### src/rtl/lfn_u2u8_pkg.sv
// Shared types, constants and UTF-8 encoding helpers for the LFN UTF-16 to UTF-8 unit.
// Used by the front, queue, back and top-level modules. No dependencies.
`timescale 1ns / 1ps

package lfn_u2u8_pkg;

    // Code unit classes.
    localparam logic [15:0] UNIT_TERM     = 16'h0000;
    localparam logic [15:0] UNIT_PAD      = 16'hFFFF;
    localparam logic [5:0]  SURR_HIGH_TAG = 6'b110110;
    localparam logic [5:0]  SURR_LOW_TAG  = 6'b110111;
    localparam logic [20:0] SUPP_BASE     = 21'h10000;

    // Code point range limits for the sequence length.
    localparam logic [20:0] CP_MAX_1B = 21'h00007F;
    localparam logic [20:0] CP_MAX_2B = 21'h0007FF;
    localparam logic [20:0] CP_MAX_3B = 21'h00FFFF;

    // Lead and continuation byte prefixes.
    localparam logic [7:0] LEAD_2B = 8'hC0;
    localparam logic [7:0] LEAD_3B = 8'hE0;
    localparam logic [7:0] LEAD_4B = 8'hF0;
    localparam logic [7:0] CONT_B  = 8'h80;

    // One queued item: up to two code points, emitted in order.
    typedef struct packed {
        logic [20:0] cp0;
        logic        v0;
        logic [20:0] cp1;
        logic        v1;
    } u2u8_entry_t;

    // Number of UTF-8 bytes for a code point (1 to 4).
    function automatic logic [2:0] utf8_len(input logic [20:0] cp);
        logic [2:0] len;
        if (cp <= CP_MAX_1B) begin
            len = 3'd1;
        end else if (cp <= CP_MAX_2B) begin
            len = 3'd2;
        end else if (cp <= CP_MAX_3B) begin
            len = 3'd3;
        end else begin
            len = 3'd4;
        end
        return len;
    endfunction

    // Byte number idx of the UTF-8 sequence of cp, given its length.
    function automatic logic [7:0] utf8_byte(input logic [20:0] cp, input logic [2:0] len,
                                             input logic [1:0] idx);
        logic [7:0] b;
        b = 8'h00;
        unique case (len)
            3'd1: b = {1'b0, cp[6:0]};
            3'd2: begin
                unique case (idx)
                    2'd0:    b = LEAD_2B | {3'b000, cp[10:6]};
                    default: b = CONT_B | {2'b00, cp[5:0]};
                endcase
            end
            3'd3: begin
                unique case (idx)
                    2'd0:    b = LEAD_3B | {4'b0000, cp[15:12]};
                    2'd1:    b = CONT_B | {2'b00, cp[11:6]};
                    default: b = CONT_B | {2'b00, cp[5:0]};
                endcase
            end
            default: begin
                unique case (idx)
                    2'd0:    b = LEAD_4B | {5'b00000, cp[20:18]};
                    2'd1:    b = CONT_B | {2'b00, cp[17:12]};
                    2'd2:    b = CONT_B | {2'b00, cp[11:6]};
                    default: b = CONT_B | {2'b00, cp[5:0]};
                endcase
            end
        endcase
        return b;
    endfunction

endpackage

### src/rtl/lfn_u2u8_front.sv
// Front part: accepts code units, tracks surrogate and terminator state,
// and pushes up to two code points per unit into the queue. Uses lfn_u2u8_pkg.
`timescale 1ns / 1ps

module lfn_u2u8_front (
    input  logic                      aclk,
    input  logic                      aresetn,
    input  logic                      s_tvalid,
    output logic                      s_tready,
    input  logic [15:0]               s_tdata,
    input  logic                      s_tlast,
    output logic                      push_valid,
    input  logic                      push_ready,
    output lfn_u2u8_pkg::u2u8_entry_t push_entry
);

    logic [9:0] held_bits_reg, held_bits_next;
    logic       held_valid_reg, held_valid_next;
    logic       term_reg, term_next;
    logic       accept;
    logic       is_high, is_low;
    logic [20:0] flush_cp;
    lfn_u2u8_pkg::u2u8_entry_t entry;

    assign s_tready = push_ready;
    assign accept   = s_tvalid && s_tready;

    assign is_high  = (s_tdata[15:10] == lfn_u2u8_pkg::SURR_HIGH_TAG);
    assign is_low   = (s_tdata[15:10] == lfn_u2u8_pkg::SURR_LOW_TAG);
    assign flush_cp = {5'b00000, lfn_u2u8_pkg::SURR_HIGH_TAG, held_bits_reg};

    // Classify the unit and work out the code points it releases.
    always_comb begin
        entry           = '0;
        held_bits_next  = held_bits_reg;
        held_valid_next = held_valid_reg;
        term_next       = term_reg;
        if (!term_reg) begin
            priority if (s_tdata == lfn_u2u8_pkg::UNIT_TERM) begin
                entry.v0        = held_valid_reg;
                entry.cp0       = flush_cp;
                held_valid_next = 1'b0;
                term_next       = 1'b1;
            end else if (s_tdata == lfn_u2u8_pkg::UNIT_PAD) begin
                // Padding leaves a pending pair untouched.
            end else if (is_high) begin
                entry.v0        = held_valid_reg;
                entry.cp0       = flush_cp;
                held_bits_next  = s_tdata[9:0];
                held_valid_next = 1'b1;
            end else if (is_low) begin
                entry.v0 = 1'b1;
                if (held_valid_reg) begin
                    entry.cp0       = lfn_u2u8_pkg::SUPP_BASE
                                      + {1'b0, held_bits_reg, s_tdata[9:0]};
                    held_valid_next = 1'b0;
                end else begin
                    entry.cp0 = {5'b00000, s_tdata};
                end
            end else begin
                entry.v0        = held_valid_reg;
                entry.cp0       = flush_cp;
                held_valid_next = 1'b0;
                entry.cp1       = {5'b00000, s_tdata};
                entry.v1        = 1'b1;
            end
        end
        // Fragment end flushes what is still held and clears the state.
        if (s_tlast) begin
            if (held_valid_next) begin
                entry.v1  = 1'b1;
                entry.cp1 = {5'b00000, lfn_u2u8_pkg::SURR_HIGH_TAG, held_bits_next};
            end
            held_valid_next = 1'b0;
            held_bits_next  = '0;
            term_next       = 1'b0;
        end
    end

    assign push_valid = accept && (entry.v0 || entry.v1);
    assign push_entry = entry;

    // State registers update on every accepted beat.
    always_ff @(posedge aclk) begin
        if (!aresetn) begin
            held_bits_reg  <= '0;
            held_valid_reg <= 1'b0;
            term_reg       <= 1'b0;
        end else if (accept) begin
            held_bits_reg  <= held_bits_next;
            held_valid_reg <= held_valid_next;
            term_reg       <= term_next;
        end
    end

endmodule

### src/rtl/lfn_u2u8_fifo.sv
// Short queue of code point entries between the front and back parts.
// Uses lfn_u2u8_pkg for the entry type.
`timescale 1ns / 1ps

module lfn_u2u8_fifo #(
    parameter int DEPTH = 4
) (
    input  logic                      aclk,
    input  logic                      aresetn,
    input  logic                      push_valid,
    output logic                      push_ready,
    input  lfn_u2u8_pkg::u2u8_entry_t push_entry,
    output logic                      pop_valid,
    input  logic                      pop_ready,
    output lfn_u2u8_pkg::u2u8_entry_t pop_entry
);

    localparam int PW = (DEPTH > 1) ? $clog2(DEPTH) : 1;
    localparam int CW = $clog2(DEPTH + 1);
    localparam logic [PW-1:0] PTR_LAST = PW'(DEPTH - 1);
    localparam logic [CW-1:0] CNT_FULL = CW'(DEPTH);

    lfn_u2u8_pkg::u2u8_entry_t slot_reg [DEPTH];
    logic [PW-1:0] wr_ptr_reg, rd_ptr_reg;
    logic [CW-1:0] count_reg;
    logic          do_push, do_pop;

    assign push_ready = (count_reg != CNT_FULL);
    assign pop_valid  = (count_reg != '0);
    assign pop_entry  = slot_reg[rd_ptr_reg];
    assign do_push    = push_valid && push_ready;
    assign do_pop     = pop_valid && pop_ready;

    // Entry storage.
    always_ff @(posedge aclk) begin
        if (do_push) begin
            slot_reg[wr_ptr_reg] <= push_entry;
        end
    end

    // Pointers and fill count.
    always_ff @(posedge aclk) begin
        if (!aresetn) begin
            wr_ptr_reg <= '0;
            rd_ptr_reg <= '0;
            count_reg  <= '0;
        end else begin
            if (do_push) begin
                wr_ptr_reg <= (wr_ptr_reg == PTR_LAST) ? '0 : wr_ptr_reg + 1'b1;
            end
            if (do_pop) begin
                rd_ptr_reg <= (rd_ptr_reg == PTR_LAST) ? '0 : rd_ptr_reg + 1'b1;
            end
            if (do_push && !do_pop) begin
                count_reg <= count_reg + 1'b1;
            end else if (do_pop && !do_push) begin
                count_reg <= count_reg - 1'b1;
            end
        end
    end

endmodule

### src/rtl/lfn_u2u8_back.sv
// Back part: takes queued code points and sends their UTF-8 bytes one beat
// at a time through a registered output stage. Uses lfn_u2u8_pkg.
`timescale 1ns / 1ps

module lfn_u2u8_back (
    input  logic                      aclk,
    input  logic                      aresetn,
    input  logic                      pop_valid,
    output logic                      pop_ready,
    input  lfn_u2u8_pkg::u2u8_entry_t pop_entry,
    output logic                      m_tvalid,
    input  logic                      m_tready,
    output logic [7:0]                m_tdata,
    output logic                      m_tlast
);

    logic [20:0] cp0_reg, cp1_reg;
    logic        v1_reg;
    logic        phase_reg;
    logic [1:0]  idx_reg;
    logic        active_reg;
    logic        m_tvalid_reg;
    logic [7:0]  m_tdata_reg;
    logic        m_tlast_reg;

    logic        out_free, emit, seq_done, item_done;
    logic [20:0] cur_cp;
    logic [2:0]  cur_len;

    assign out_free  = !m_tvalid_reg || m_tready;
    assign emit      = active_reg && out_free;
    assign cur_cp    = phase_reg ? cp1_reg : cp0_reg;
    assign cur_len   = lfn_u2u8_pkg::utf8_len(cur_cp);
    assign seq_done  = ({1'b0, idx_reg} == (cur_len - 3'd1));
    assign item_done = seq_done && (phase_reg || !v1_reg);
    assign pop_ready = !active_reg || (emit && item_done);

    // Sequencer over the one or two code points of an entry.
    always_ff @(posedge aclk) begin
        if (!aresetn) begin
            active_reg <= 1'b0;
            phase_reg  <= 1'b0;
            idx_reg    <= '0;
        end else if (pop_valid && pop_ready) begin
            active_reg <= 1'b1;
            phase_reg  <= !pop_entry.v0;
            idx_reg    <= '0;
        end else if (emit) begin
            if (item_done) begin
                active_reg <= 1'b0;
            end else if (seq_done) begin
                phase_reg <= 1'b1;
                idx_reg   <= '0;
            end else begin
                idx_reg <= idx_reg + 2'd1;
            end
        end
    end

    // Code points of the entry being sent.
    always_ff @(posedge aclk) begin
        if (pop_valid && pop_ready) begin
            cp0_reg <= pop_entry.cp0;
            cp1_reg <= pop_entry.cp1;
            v1_reg  <= pop_entry.v1;
        end
    end

    // Output register: loads a new byte whenever it is empty or being taken.
    always_ff @(posedge aclk) begin
        if (!aresetn) begin
            m_tvalid_reg <= 1'b0;
        end else if (out_free) begin
            m_tvalid_reg <= emit;
        end
    end

    always_ff @(posedge aclk) begin
        if (emit) begin
            m_tdata_reg <= lfn_u2u8_pkg::utf8_byte(cur_cp, cur_len, idx_reg);
            m_tlast_reg <= item_done;
        end
    end

    assign m_tvalid = m_tvalid_reg;
    assign m_tdata  = m_tdata_reg;
    assign m_tlast  = m_tlast_reg;

endmodule

### src/rtl/lfn_u2u8_unit.sv
// Top level of the long-file-name UTF-16 to UTF-8 converter.
// Instantiates lfn_u2u8_front, lfn_u2u8_fifo and lfn_u2u8_back; uses lfn_u2u8_pkg.
//
//   Channel | Dir | tdata (low bit up) | tlast          | Beat
//   s_      | in  | code_unit[15:0]    | fragment_end   | one UTF-16 code unit
//   m_      | out | utf8_byte[7:0]     | last_of_run    | one UTF-8 byte
//
// The front takes one code unit per cycle while the queue has room; the back
// sends one byte per cycle while m_tready is high, and each code unit yields
// 0 to 6 bytes (typically 1 for ASCII names). The back's byte sequencer sets
// the sustained rate.
// Reset (aresetn low, synchronous) clears the surrogate/terminator state, the
// queue and the output register. Either side may stall without blocking the other
// until the queue of FIFO_DEPTH entries fills.
`timescale 1ns / 1ps

module lfn_utf16_to_utf8_unit #(
    parameter int FIFO_DEPTH = 4
) (
    input  logic        aclk,
    input  logic        aresetn,
    input  logic        s_tvalid,
    output logic        s_tready,
    input  logic [15:0] s_tdata,   // [15:0] code_unit
    input  logic        s_tlast,   // fragment_end
    output logic        m_tvalid,
    input  logic        m_tready,
    output logic [7:0]  m_tdata,   // [7:0] utf8_byte
    output logic        m_tlast    // last_of_run
);

    logic                      push_valid, push_ready;
    logic                      pop_valid, pop_ready;
    lfn_u2u8_pkg::u2u8_entry_t push_entry, pop_entry;

    lfn_u2u8_front u_front (
        .aclk       (aclk),
        .aresetn    (aresetn),
        .s_tvalid   (s_tvalid),
        .s_tready   (s_tready),
        .s_tdata    (s_tdata),
        .s_tlast    (s_tlast),
        .push_valid (push_valid),
        .push_ready (push_ready),
        .push_entry (push_entry)
    );

    lfn_u2u8_fifo #(
        .DEPTH (FIFO_DEPTH)
    ) u_fifo (
        .aclk       (aclk),
        .aresetn    (aresetn),
        .push_valid (push_valid),
        .push_ready (push_ready),
        .push_entry (push_entry),
        .pop_valid  (pop_valid),
        .pop_ready  (pop_ready),
        .pop_entry  (pop_entry)
    );

    lfn_u2u8_back u_back (
        .aclk      (aclk),
        .aresetn   (aresetn),
        .pop_valid (pop_valid),
        .pop_ready (pop_ready),
        .pop_entry (pop_entry),
        .m_tvalid  (m_tvalid),
        .m_tready  (m_tready),
        .m_tdata   (m_tdata),
        .m_tlast   (m_tlast)
    );

endmodule
### config.mk
export PLATFORM = sky130hd
export DESIGN_NAME = lfn_utf16_to_utf8_unit
export DESIGN_NICKNAME = d
export VERILOG_FILES = /design/src/rtl/lfn_u2u8_pkg.sv /design/src/rtl/lfn_u2u8_front.sv /design/src/rtl/lfn_u2u8_fifo.sv /design/src/rtl/lfn_u2u8_back.sv /design/src/rtl/lfn_u2u8_unit.sv
export SDC_FILE = /design/constraint.sdc
export NUM_CORES = 1
export LEC_CHECK = 0
export ABC_AREA = 1
export ABC_CLOCK_PERIOD_IN_PS = 9310
export BUFFER_PORTS_ARGS = -buffer_cell sky130_fd_sc_hd__buf_4
export CAP_MARGIN = 0
export CORE_MARGIN = 4
export CORE_UTILIZATION = 65
export DETAILED_ROUTE_END_ITERATION = 12
export PLACE_DENSITY = 0.83
export SYNTH_ARGS = -nofsm -noshare
export SYNTH_HDL_FRONTEND = slang
export SYNTH_SLANG_ARGS = --single-unit
### constraint.sdc
create_clock -name aclk -period 9.31 [get_ports aclk]
set_input_delay 0.931 -clock aclk [delete_from_list [all_inputs] [get_ports aclk]]
set_output_delay 0.931 -clock aclk [all_outputs]
set_load 0.1 [all_outputs]
==> flow_summary_export.csv, run 1 <==
group,metric,value,unit
route,drc,0,
yosys,yosys.cell_count.top_type,"edfxtp_1",
sta,fmax,246.9,MHz
yosys,synth_nets,972,
sta,finalWorstSetupSlack,5.260,ns
worst_hold_path,hold_depth,2,
clocking,holdBufCountCts,0,
run,max_cap_violations,0,
power,clkPwrFrac,0.264,
yosys,netlist_top_cells_count,"edfxtp_1, nand2_1, nor2_1",
sta,tns,0,ns
clocking,cts_buffer_depth,3,
sta,clock_skew,0.01312,ns
power,total_power,3.478,mW
place,dpl.cell_count,1124,
cells_and_area,syn_to_final_growth,11.61,%
clocking,cts_root_buf,"clkbuf_16",
clocking,cts-resized-gates,0,
cells_and_area,nets,998,
power,power.internal,2.214,mW
global_routing,grt_max_degree,79,
power,p_comb_frac,0.318,
place,gp_routability_congestion,0.9229,
worst_hold_path,whs_endpoint,"u_back.m_tvalid",
sta,post-route-period-util,0.4350,
floorplan,die_w,132.1,um
clocking,cts_tree,"yes",
floorplan,core_area,15150,um2
route,wl,22490,um
route,viasPerCell,6.140,
yosys,syn_inst,935,
power,p_per_area,311.1,nW/um2
sta,slew_violations,0,
route,wl_per_cell,19.28,um
global_routing,first_global_vias,6946,
global_routing,grt_remaining_overflow,0,
route,firstDrtPassIters,6,
floorplan,rows,45,
worst_setup_path,reg2reg_from,"u_back.phase_reg",
outcome,run_status,"finished clean",
yosys,synth_top_cell_by_area,"edfxtp_1",
cells_and_area,stdcell_count,1166,
route,drt_iter0_markers,880,
cells_and_area,num_antenna_cells,0,
clocking,cts_made_buffers,23,
cells_and_area,drive_gt1_frac,0.1074,
worst_setup_path,cp_max_fo,23,
power,p_sw,1.264,mW
clocking,post_cts_buffers,0,
yosys,synthTopCellsByArea,"edfxtp_1, nand2_1, o21ai_0",
yosys,yosys_warnings,0,
worst_hold_path,hold_class,"reg2reg",
clocking,clock_sinks,229,
global_routing,track_usage,0.2583,
yosys,synth-main-ff-cell,"edfxtp_1",
yosys,synth-edff-count,203,
yosys,yosysUniqueCellTypes,44,
sta,fin_crit,4.050,ns
place,place_area,10420,um2
cells_and_area,largest_reg_flops,156,
place,place_ws,5.141,ns
floorplan,initial_core_util,0.6613,
sta,tightestPinTransition,1.098,ns
place,portBuffers,31,
yosys,ys_ff_latch,229,
yosys,postSynthAreaPerCell,10.71,um2
route,vias,7159,
worst_setup_path,path_class,"reg2reg",
worst_hold_path,min-delay-start,"u_back.m_tvalid",
sta,rsz0062_at_grt,"false",
worst_setup_path,r2r-end,"u_fifo.count_reg[1]",
floorplan,chipHeight,132.1,um
worst_setup_path,arrival,4.44,ns
place,dp_hpwl,14800,um
yosys,synth_top_area_frac,0.6086,
global_routing,grt_pass1_wl,36020,um
worst_setup_path,cp.required,9.70,ns
yosys,ys_seq_area_frac,0.6606,
power,netSwitchingFraction,0.3635,
floorplan,ios,32,
clocking,htree_levels,1,
worst_setup_path,reg2regPathDepth,21,
worst_setup_path,rrSetupSlack,5.26,ns
clocking,worstSkewPairLatency,0.51,ns
route,drtAntennaViolNets,0,
sta,relSlewSlack,0.2488,
power,vdd_drop_max,0.0002162,V
worst_setup_path,critPathLaunchType,"register",
power,p_leak,4.112,nW
yosys,synthArstFlopShare,0,
power,pwr-share-seq,0.419,
clocking,clkTransAtPathRegs,0.06,ns
floorplan,die_area,17460,um2
worst_setup_path,cp-end-kind,"register",
sta,hold_viol_final,0,
yosys,synth_area,10020,um2
cells_and_area,fin_area,11180,um2
global_routing,antenna_found_initial,0,
sta,finalSetupViolations,0,
[cells by family (layout without fill, tap and decap cells)]
logic type | Yosys count | count (layout) | share of synthesized area
AND/OR/NAND/NOR | 346 | 346 | 0.1428
AO/OA/AOI/OAI | 221 | 221 | 0.1273
flip-flops | 229 | 229 | 0.6606
adder cells (fa/ha/maj) | 16 | 16 | 0.02074
buffers and inverters | 121 | 164 | 0.04685
XOR/XNOR | 2 | 2 | 0.001749
[how the worst max path moves through the flow]
| stage | end | depth (start not counted) | startpoint | slack [ns] |
|---|---|---|---|---|
| 6_report | u_fifo.count_reg[1] | 21 | u_back.phase_reg | 5.26 |
| 2_1_floorplan | u_fifo.slot_reg[0][0] | 10 | s_tdata[8] | 5.35 |
| 3_5_place_dp | u_fifo.count_reg[1] | 13 | s_tdata[11] | 5.14 |
| 3_3_place_gp | u_fifo.count_reg[1] | 13 | s_tdata[11] | 5.31 |
| 4_1_cts | u_fifo.count_reg[1] | 21 | u_back.phase_reg | 5.27 |
| 5_1_grt | u_fifo.count_reg[1] | 21 | u_back.phase_reg | 4.79 |
[routing by layer]
| metal | wire (um) | GRT usage | vias to the layer above |
|---|---|---|---|
| met4 | 603 | 0.08635 | 0 |
| li1 | - | - | 3336 |
| met2 | 11050 | 0.4319 | 376 |
| met5 | 0 | 0 | - |
| met1 | 9117 | 0.3616 | 3393 |
| met3 | 1719 | 0.02481 | 54 |
[layout by cell type (no fill, tap or decap), types with 6 or more instances in the layout]
| cell type | netlist | routed |
|---|---|---|
| nand2_1 | 157 | 157 |
| ha_1 | 15 | 15 |
| a211oi_1 | 10 | 10 |
| o22ai_1 | 50 | 50 |
| clkinv_1 | 5 | 8 |
| dfxtp_1 | 26 | 25 |
| a31oi_1 | 6 | 6 |
| clkbuf_16 | 0 | 23 |
| inv_1 | 74 | 73 |
| buf_4 | 1 | 40 |
| nor2_1 | 137 | 133 |
| nand3_1 | 21 | 21 |
| nor3_1 | 6 | 6 |
| edfxtp_1 | 203 | 203 |
| o21ai_0 | 111 | 111 |
| a21oi_1 | 25 | 25 |
[worst max-delay path, stage by stage, from the launching register on]
cell and delay (ns):
dfxtp_1 0.78, inv_2 0.32, nand2_1 0.13, nand2_1 0.11
nor2_1 0.10, nand2_1 0.08, nor2_2 0.12, nand2_4 0.11
inv_1 0.07, nor2_1 0.06, ha_1 0.28, xor2_1 0.16
nand3_1 0.15, a21oi_4 0.15, nand4_2 0.09, nand2_2 0.14
nand2_4 0.11, ha_1 0.21, inv_1 0.10, fa_1 0.43
o21ai_0 0.17, a21oi_1 0.05
[metrics by stage]
step	util	hold slack, ns
3_3_place_gp	0.6881	0.4653
4_1_cts	0.7380	0.4778
6_report	0.7380	0.4769
5_1_grt	0.7380	0.5168
2_1_floorplan	-	0.4522
3_5_place_dp	0.6881	0.4699
[power by group through the flow]
stage	logic, mW	registers, mW	clock network [mW]
3_3_place_gp	1.05	1.47	0
3_5_place_dp	1.08	1.48	0
2_1_floorplan	0.702	1.55	0
5_1_grt	1.22	1.47	0.966
4_1_cts	1.09	1.46	0.921
6_report	1.11	1.46	0.917
[layout make-up]
type / count / area [um2]
Sequential cell: 229 / 6618
Fill cell: 991 / 3968
Clock buffer: 28 / 604.3
Clock inverter: 14 / 152.6
Timing Repair Buffer: 40 / 300.3
Inverter: 82 / 307.8
Multi-Input combinational cell: 585 / 2960
Tap cell: 188 / 235.2
Note: power is estimated with default switching activity, not from simulation.
==> run 2: changes to the inputs <==
--- a/config.mk
+++ b/config.mk
@@ -6,13 +6,13 @@
 export NUM_CORES = 1
 export LEC_CHECK = 0
 export ABC_AREA = 1
-export ABC_CLOCK_PERIOD_IN_PS = 9310
+export ABC_CLOCK_PERIOD_IN_PS = 4000
 export BUFFER_PORTS_ARGS = -buffer_cell sky130_fd_sc_hd__buf_4
 export CAP_MARGIN = 0
 export CORE_MARGIN = 4
-export CORE_UTILIZATION = 65
+export CORE_UTILIZATION = 62
 export DETAILED_ROUTE_END_ITERATION = 12
-export PLACE_DENSITY = 0.83
+export PLACE_DENSITY = 0.8
 export SYNTH_ARGS = -nofsm -noshare
 export SYNTH_HDL_FRONTEND = slang
 export SYNTH_SLANG_ARGS = --single-unit
==> constraint.sdc (replaced) <==
create_clock -name aclk -period 4 [get_ports aclk]
set_input_delay 0.4 -clock aclk [delete_from_list [all_inputs] [get_ports aclk]]
set_output_delay 0.4 -clock aclk [all_outputs]
set_load 0.1 [all_outputs]
==> run 2 against run 1 <==
Against the previous run: sequential share of layout area is 0.67 points lower; hold slack worse by 0.32 ns; critical path depth stayed put; sequential power grew 130%; count of clock-buffer cells in the layout down 2; largest cell class unchanged; clock power rose by 140%.
==> flow_summary_export.csv, run 2 (synthesis gave the netlist of run 1 again) <==
group,metric,value,unit
worst_setup_path,arrival,3.89,ns
route,viasPerCell,5.971,
outcome,run_status,"finished clean",
worst_setup_path,cp_max_fo,20,
floorplan,ios,32,
floorplan,die_w,135.1,um
power,power.internal,5.225,mW
sta,post-route-period-util,0.8775,
sta,hold_viol_final,0,
power,pwr-share-seq,0.414,
worst_setup_path,critPathLaunchType,"register",
route,vias,7165,
route,wl_per_cell,18.86,um
clocking,cts_tree,"yes",
clocking,clkTransAtPathRegs,0.06,ns
sta,relSlewSlack,0.2224,
clocking,clock_sinks,229,
floorplan,rows,46,
power,p_comb_frac,0.320,
power,netSwitchingFraction,0.3609,
cells_and_area,layout_common_cells,"edfxtp_1, nand2_1, nor2_1",
global_routing,grt_max_degree,79,
cells_and_area,nets,1005,
clocking,htree_levels,1,
route,drc,0,
global_routing,grt_pass1_wl,35330,um
route,wl,22640,um
route,drt_iter0_markers,833,
sta,rsz0062_at_grt,"false",
power,vdd_drop_max,0.0004621,V
place,gp_routability_congestion,0.9870,
worst_setup_path,cp.required,4.38,ns
sta,fmax,284.9,MHz
clocking,cts_buffer_depth,3,
clocking,worstSkewPairLatency,0.50,ns
clocking,cts_root_buf,"clkbuf_16",
worst_setup_path,cp-end-kind,"register",
floorplan,chipHeight,135.1,um
clocking,holdBufCountCts,0,
run,max_cap_violations,0,
cells_and_area,drive_gt1_frac,0.1128,
power,clkPwrFrac,0.266,
sta,tightestPinTransition,1.137,ns
power,p_sw,2.951,mW
power,p_per_area,723.1,nW/um2
floorplan,die_area,18250,um2
place,portBuffers,31,
sta,finalSetupViolations,0,
sta,tns,0,ns
floorplan,core_area,15890,um2
cells_and_area,num_antenna_cells,0,
power,p_leak,4.149,nW
route,drtAntennaViolNets,0,
sta,holdWs,0.1592,ns
clocking,cts-resized-gates,0,
sta,clock_skew,0.007856,ns
worst_setup_path,path_class,"reg2reg",
clocking,post_cts_buffers,0,
cells_and_area,syn_to_final_growth,12.90,%
cells_and_area,final_common_cell,"edfxtp_1",
global_routing,grt_remaining_overflow,0,
place,dp_hpwl,14700,um
sta,slew_violations,0,
route,firstDrtPassIters,6,
cells_and_area,largest_reg_flops,156,
sta,fin_crit,3.510,ns
floorplan,initial_core_util,0.6305,
global_routing,first_global_vias,6652,
global_routing,track_usage,0.2512,
worst_hold_path,hold_class,"in2reg",
global_routing,antenna_found_initial,0,
clocking,cts_made_buffers,23,
## run 2: changes by cell type in the layout (fill, tap and decap cells not counted), moves of 2 or more
cell        previous run  this run
clkinv_4               2         0
clkinvlp_4             0         2
clkinv_1               8        10
buf_4                 40        44
buf_12                 0         3
## run 2: worst max-delay path: stages, from the launching register on
cell and delay (ns):
dfxtp_2 0.38, inv_2 0.27, nand2_1 0.10, nand2_1 0.13, nor2_1 0.05, nand2_1 0.07, nor2_2 0.05, nand2_4 0.12
inv_1 0.05, nor2_1 0.18, ha_1 0.28, xor2_1 0.13, nand3_1 0.14, a21oi_4 0.15, nand4_2 0.10, nand2_2 0.14
nand2_4 0.08, ha_1 0.20, inv_1 0.11, fa_1 0.43, o21ai_0 0.16, a21oi_1 0.05
## run 2: cell type report
| class | count | area [um2] |
|---|---|---|
| well taps | 216 | 270.3 |
| inverters | 82 | 307.8 |
| repair buffers | 47 | 390.4 |
| clock buffers | 26 | 586.8 |
| flip-flops and latches | 229 | 6619 |
| fillers | 1101 | 4577 |
| clock inverters | 15 | 173.9 |
| multi-input cells | 585 | 2960 |
## run 2: path summary, 6_finish.rpt
| kind | from | to | slack [ns] | cells after the start |
|---|---|---|---|---|
| max | u_back.phase_reg | u_fifo.count_reg[1] | 0.49 | 21 |
| max reg2reg | u_back.phase_reg | u_fifo.count_reg[1] | 0.49 | 21 |
| min reg2reg | u_back.m_tvalid | u_back.m_tvalid | 0.48 | 2 |
| min | m_tready | u_back.m_tvalid | 0.16 | 4 |
## run 2: metrics by stage
stage | area [um2] | std cells | total power, mW | utilization | setup WS (ns)
4_1_cts | 11310 | 1200 | 8.174 | 0.7118 | 0.3498
3_5_place_dp | 10550 | 1159 | 6.010 | 0.6639 | 0.3407
2_1_floorplan | 10020 | 935 | 5.232 | - | 0.2439
6_report | 11310 | 1200 | 8.176 | 0.7119 | 0.4901
5_1_grt | 11310 | 1200 | 8.594 | 0.7119 | 0.07256
3_3_place_gp | 10550 | 1159 | 5.936 | 0.6639 | 0.5611
## run 2: power by group through the flow
stage	sequential, mW	clock (mW)	combinational (mW)
6_report	3.39	2.17	2.62
5_1_grt	3.43	2.29	2.88
4_1_cts	3.39	2.20	2.59
3_5_place_dp	3.44	0	2.57
3_3_place_gp	3.43	0	2.51
2_1_floorplan	3.60	0	1.63
## run 2: layer usage
metal / track usage / vias up / wire (um)
met1: 0.3526 / 3347 / 8901
met5: 0 / - / 0
met2: 0.4024 / 410 / 10780
met4: 0.09239 / 0 / 692
li1: - / 3351 / -
met3: 0.03987 / 57 / 2264
==> run 3: changes to the inputs <==
--- a/config.mk
+++ b/config.mk
@@ -5,14 +5,15 @@
 export SDC_FILE = /design/constraint.sdc
 export NUM_CORES = 1
 export LEC_CHECK = 0
-export ABC_AREA = 1
 export ABC_CLOCK_PERIOD_IN_PS = 4000
 export BUFFER_PORTS_ARGS = -buffer_cell sky130_fd_sc_hd__buf_4
 export CAP_MARGIN = 0
+export CELL_PAD_IN_SITES_DETAIL_PLACEMENT = 1
+export CELL_PAD_IN_SITES_GLOBAL_PLACEMENT = 1
 export CORE_MARGIN = 4
-export CORE_UTILIZATION = 62
+export CORE_UTILIZATION = 53
 export DETAILED_ROUTE_END_ITERATION = 12
-export PLACE_DENSITY = 0.8
+export PLACE_DENSITY_LB_ADDON = 0.1
 export SYNTH_ARGS = -nofsm -noshare
 export SYNTH_HDL_FRONTEND = slang
 export SYNTH_SLANG_ARGS = --single-unit
==> run 3 against run 2 <==
Against the previous run: the flow now finishes with violations (negative setup slack); die area increased by 13%; largest cell class unchanged; highest routed layer unchanged; register-to-register slack got worse by 0.49 ns; power decreased by 5.9%; cell count decreased by 23%; fmax decreased by 12%; critical path type unchanged; flip-flop and latch count unchanged; area after synthesis decreased by 2.5%.
==> flow_summary_export.csv, run 3 <==
group,metric,value,unit
floorplan,rows,49,
sta,fin_crit,4.002,ns
cells_and_area,final_common_cell,"edfxtp_1",
cells_and_area,largest_reg_flops,156,
power,p_comb_frac,0.315,
yosys,syn_inst,628,
cells_and_area,register_area,6618,um2
power,netSwitchingFraction,0.3247,
sta,fmax,249.9,MHz
cells_and_area,fin_util,0.6152,
worst_setup_path,cp_slowest_stage_delay,0.55,ns
worst_setup_path,critPathMostFrequentCell,"or2_4",
global_routing,gr-usage-met1,0.3081,
worst_setup_path,cp_top_family,"simple AND/OR/NAND/NOR gates",
floorplan,die_area,20660,um2
place,dp_hpwl,15150,um
yosys,synth_top_cell_by_area,"edfxtp_1",
cells_and_area,fin_area,11090,um2
clocking,clkTransAtPathRegs,0.06,ns
place,portBuffers,31,
power,clkPwrFrac,0.249,
worst_setup_path,path_class,"reg2reg",
clocking,cts_tree,"yes",
power,p_sw,2.499,mW
cells_and_area,multi_input_area,3027,um2
route,firstDrtPassIters,7,
sta,post-route-period-util,1.001,
outcome,violations,"negative setup slack",
sta,relSlewSlack,0.4476,
sta,rsz0062_at_grt,"true",
worst_hold_path,hold_class,"in2reg",
yosys,yosysUniqueCellTypes,64,
worst_setup_path,arrival,4.42,ns
route,drt_iter0_markers,396,
outcome,run_status,"finished, violations left",
yosys,netlist_top_cells_count,"edfxtp_1, nand2_1, mux4_2",
route,drtAntennaViolNets,0,
worst_setup_path,critPathLaunchType,"register",
worst_setup_path,cp-end-kind,"register",
clocking,htree_levels,1,
sta,finalWorstSetupSlack,-0.002293,ns
floorplan,die_w,143.7,um
cells_and_area,fillers,1668,
yosys,synth-main-ff-cell,"edfxtp_1",
sta,slew_violations,0,
worst_setup_path,slowest_stage,"or4_4",
worst_setup_path,path_cells,"or4_4 > or3b_4 > a21oi_4 > or2_4 > inv_4 > ha_4 > a2bb2oi_2 > o211ai_1 > a311o_1 > or2_4 > o31a_1 > ha_2 > inv_2 > fa_2 > xor2_1 > or3_1 > a21boi_1",
yosys,synthTopCellsByArea,"edfxtp_1, mux4_2, dfxtp_1",
clocking,cts_root_buf,"clkbuf_16",
floorplan,chipHeight,143.7,um
power,power.internal,5.196,mW
clocking,worstSkewPairLatency,0.49,ns
global_routing,first_global_vias,6230,
global_routing,antenna_found_initial,1,
cells_and_area,num_antenna_cells,0,
route,drc,0,
cells_and_area,drive_gt1_frac,0.2288,
clocking,cts_buffer_depth,3,
power,p_per_area,694.0,nW/um2
place,gp_routability_congestion,0.8794,
sta,tightestPinTransition,0.8256,ns
clocking,cts_made_buffers,23,
global_routing,grt_most_used_layer,"met2",
cells_and_area,nets,716,
cells_and_area,layout_common_cells,"edfxtp_1, nand2_1, buf_4",
sta,tns,-0.002293,ns
floorplan,ios,32,
global_routing,grt_use_met3,0.03361,
power,vdd_drop_max,0.0006981,V
worst_hold_path,hold_depth,3,
worst_setup_path,cp.required,4.42,ns
power,p_leak,3.602,nW
yosys,postSynthAreaPerCell,15.55,um2
worst_setup_path,critical_path_depth,17,
global_routing,use_met2,0.3965,
global_routing,grt_pass1_wl,35800,um
yosys,synth_area,9766,um2
route,wl,22450,um
floorplan,core_area,18020,um2
yosys,synth_nets,665,
yosys,synth_top_area_frac,0.6242,
route,viasPerCell,6.298,
worst_setup_path,cp_max_fo,2,
global_routing,grt_max_degree,40,
yosys,yosys_warnings,0,
yosys,synth-edff-count,203,
global_routing,track_usage,0.2285,
place,place_area,10390,um2
global_routing,grt_remaining_overflow,0,
yosys,synthArstFlopShare,0,
worst_setup_path,reg2regPathDepth,17,
yosys,yosys.cell_count.top_type,"edfxtp_1",
route,wl_per_cell,24.29,um
sta,clock_skew,0.009904,ns
route,vias,5819,
floorplan,initial_core_util,0.5418,
sta,finalSetupViolations,1,
run,max_cap_violations,0,
worst_setup_path,cp.buffers_inverters,2,
clocking,clock_sinks,229,
sta,hold_viol_final,0,
yosys,ys_ff_latch,229,
power,pwr-share-seq,0.437,
cells_and_area,syn_to_final_growth,13.54,%
clocking,holdBufCountCts,0,
yosys,ys_seq_area_frac,0.6775,
==> run 3: cell types whose count changed in the layout (fill, tap and decap cells not counted), sizes merged, moves of 12 or more <==
| cell | delta |
|---|---|
| and2 | +12 |
| inv | -62 |
| mux2i | +16 |
| mux4 | +39 |
| nand2 | -111 |
| nand3 | -15 |
| nor2 | -115 |
| nor2b | +17 |
| o21ai | -102 |
| o22ai | -48 |
==> run 3: timing repair <==
item	CTS	global route
buffers inserted	1	2
endpoints found under the setup margin	2	2
pin swaps	7	1
resized for setup	1	1
==> run 3: area by class of cell <==
class / count / share of cell area
sequential: 229 / 0.5968
multi-input combinational: 356 / 0.2730
timing repair buffer: 53 / 0.03814
inverter: 16 / 0.005981
clock buffer: 31 / 0.05552
clock inverter: 10 / 0.004739
tap: 229 / 0.02584
==> run 3: cell families (layout without fill, tap and decap cells) <==
group | Yosys count | in the layout | synth area share
adders and majority gates | 16 | 16 | 0.02127
muxes | 65 | 65 | 0.1179
buffers and inverters | 43 | 110 | 0.01704
and+or+nand+nor | 157 | 157 | 0.08008
AOI/OAI and AO/OA | 113 | 113 | 0.08174
DFF | 229 | 229 | 0.6775
xor gates and xnor gates | 5 | 5 | 0.004485
==> run 3: per-stage QoR <==
step	power [mW]	hold WS [ns]	cells	setup slack [ns]
floorplan	5.049	0.4577	628	-0.1372
global placement	5.716	0.4775	880	-0.002047
detailed placement	5.809	0.4937	880	-0.2236
CTS	7.760	0.1950	922	-0.02519
global route	8.114	0.2082	924	-0.1611
finish	7.696	0.2146	924	-0.002293
==> run 3: per-layer routing <==
layer	vias to the layer above	share of wire
met5	-	0
met3	36	0.060
met2	212	0.50
met4	0	0.023
met1	2981	0.41
li1	2590	-
==> run 3: final timing paths <==
path	startpoint	end	slack, ns
max	u_back.cp1_reg[8]	u_fifo.count_reg[2]	-0.002
min reg2reg	u_fifo.wr_ptr_reg[1]	u_fifo.wr_ptr_reg[1]	0.51
min	s_tdata[4]	u_front.held_bits_reg[4]	0.21
max reg2reg	u_back.cp1_reg[8]	u_fifo.count_reg[2]	-0.002
==> run 3: power groups by stage <==
stage / Sequential (mW) / Clock, mW / Combinational (mW)
after global routing: 3.40 / 2.08 / 2.63
after CTS: 3.37 / 1.96 / 2.43
after floorplan: 3.56 / 0 / 1.49
after global placement: 3.38 / 0 / 2.34
final: 3.36 / 1.91 / 2.42
after detailed placement: 3.41 / 0 / 2.40
==> run 3: worst min-delay path: stages <==
cell and delay [ns]:
buf_4 0.11, a22oi_1 0.06, nor2b_1 0.09
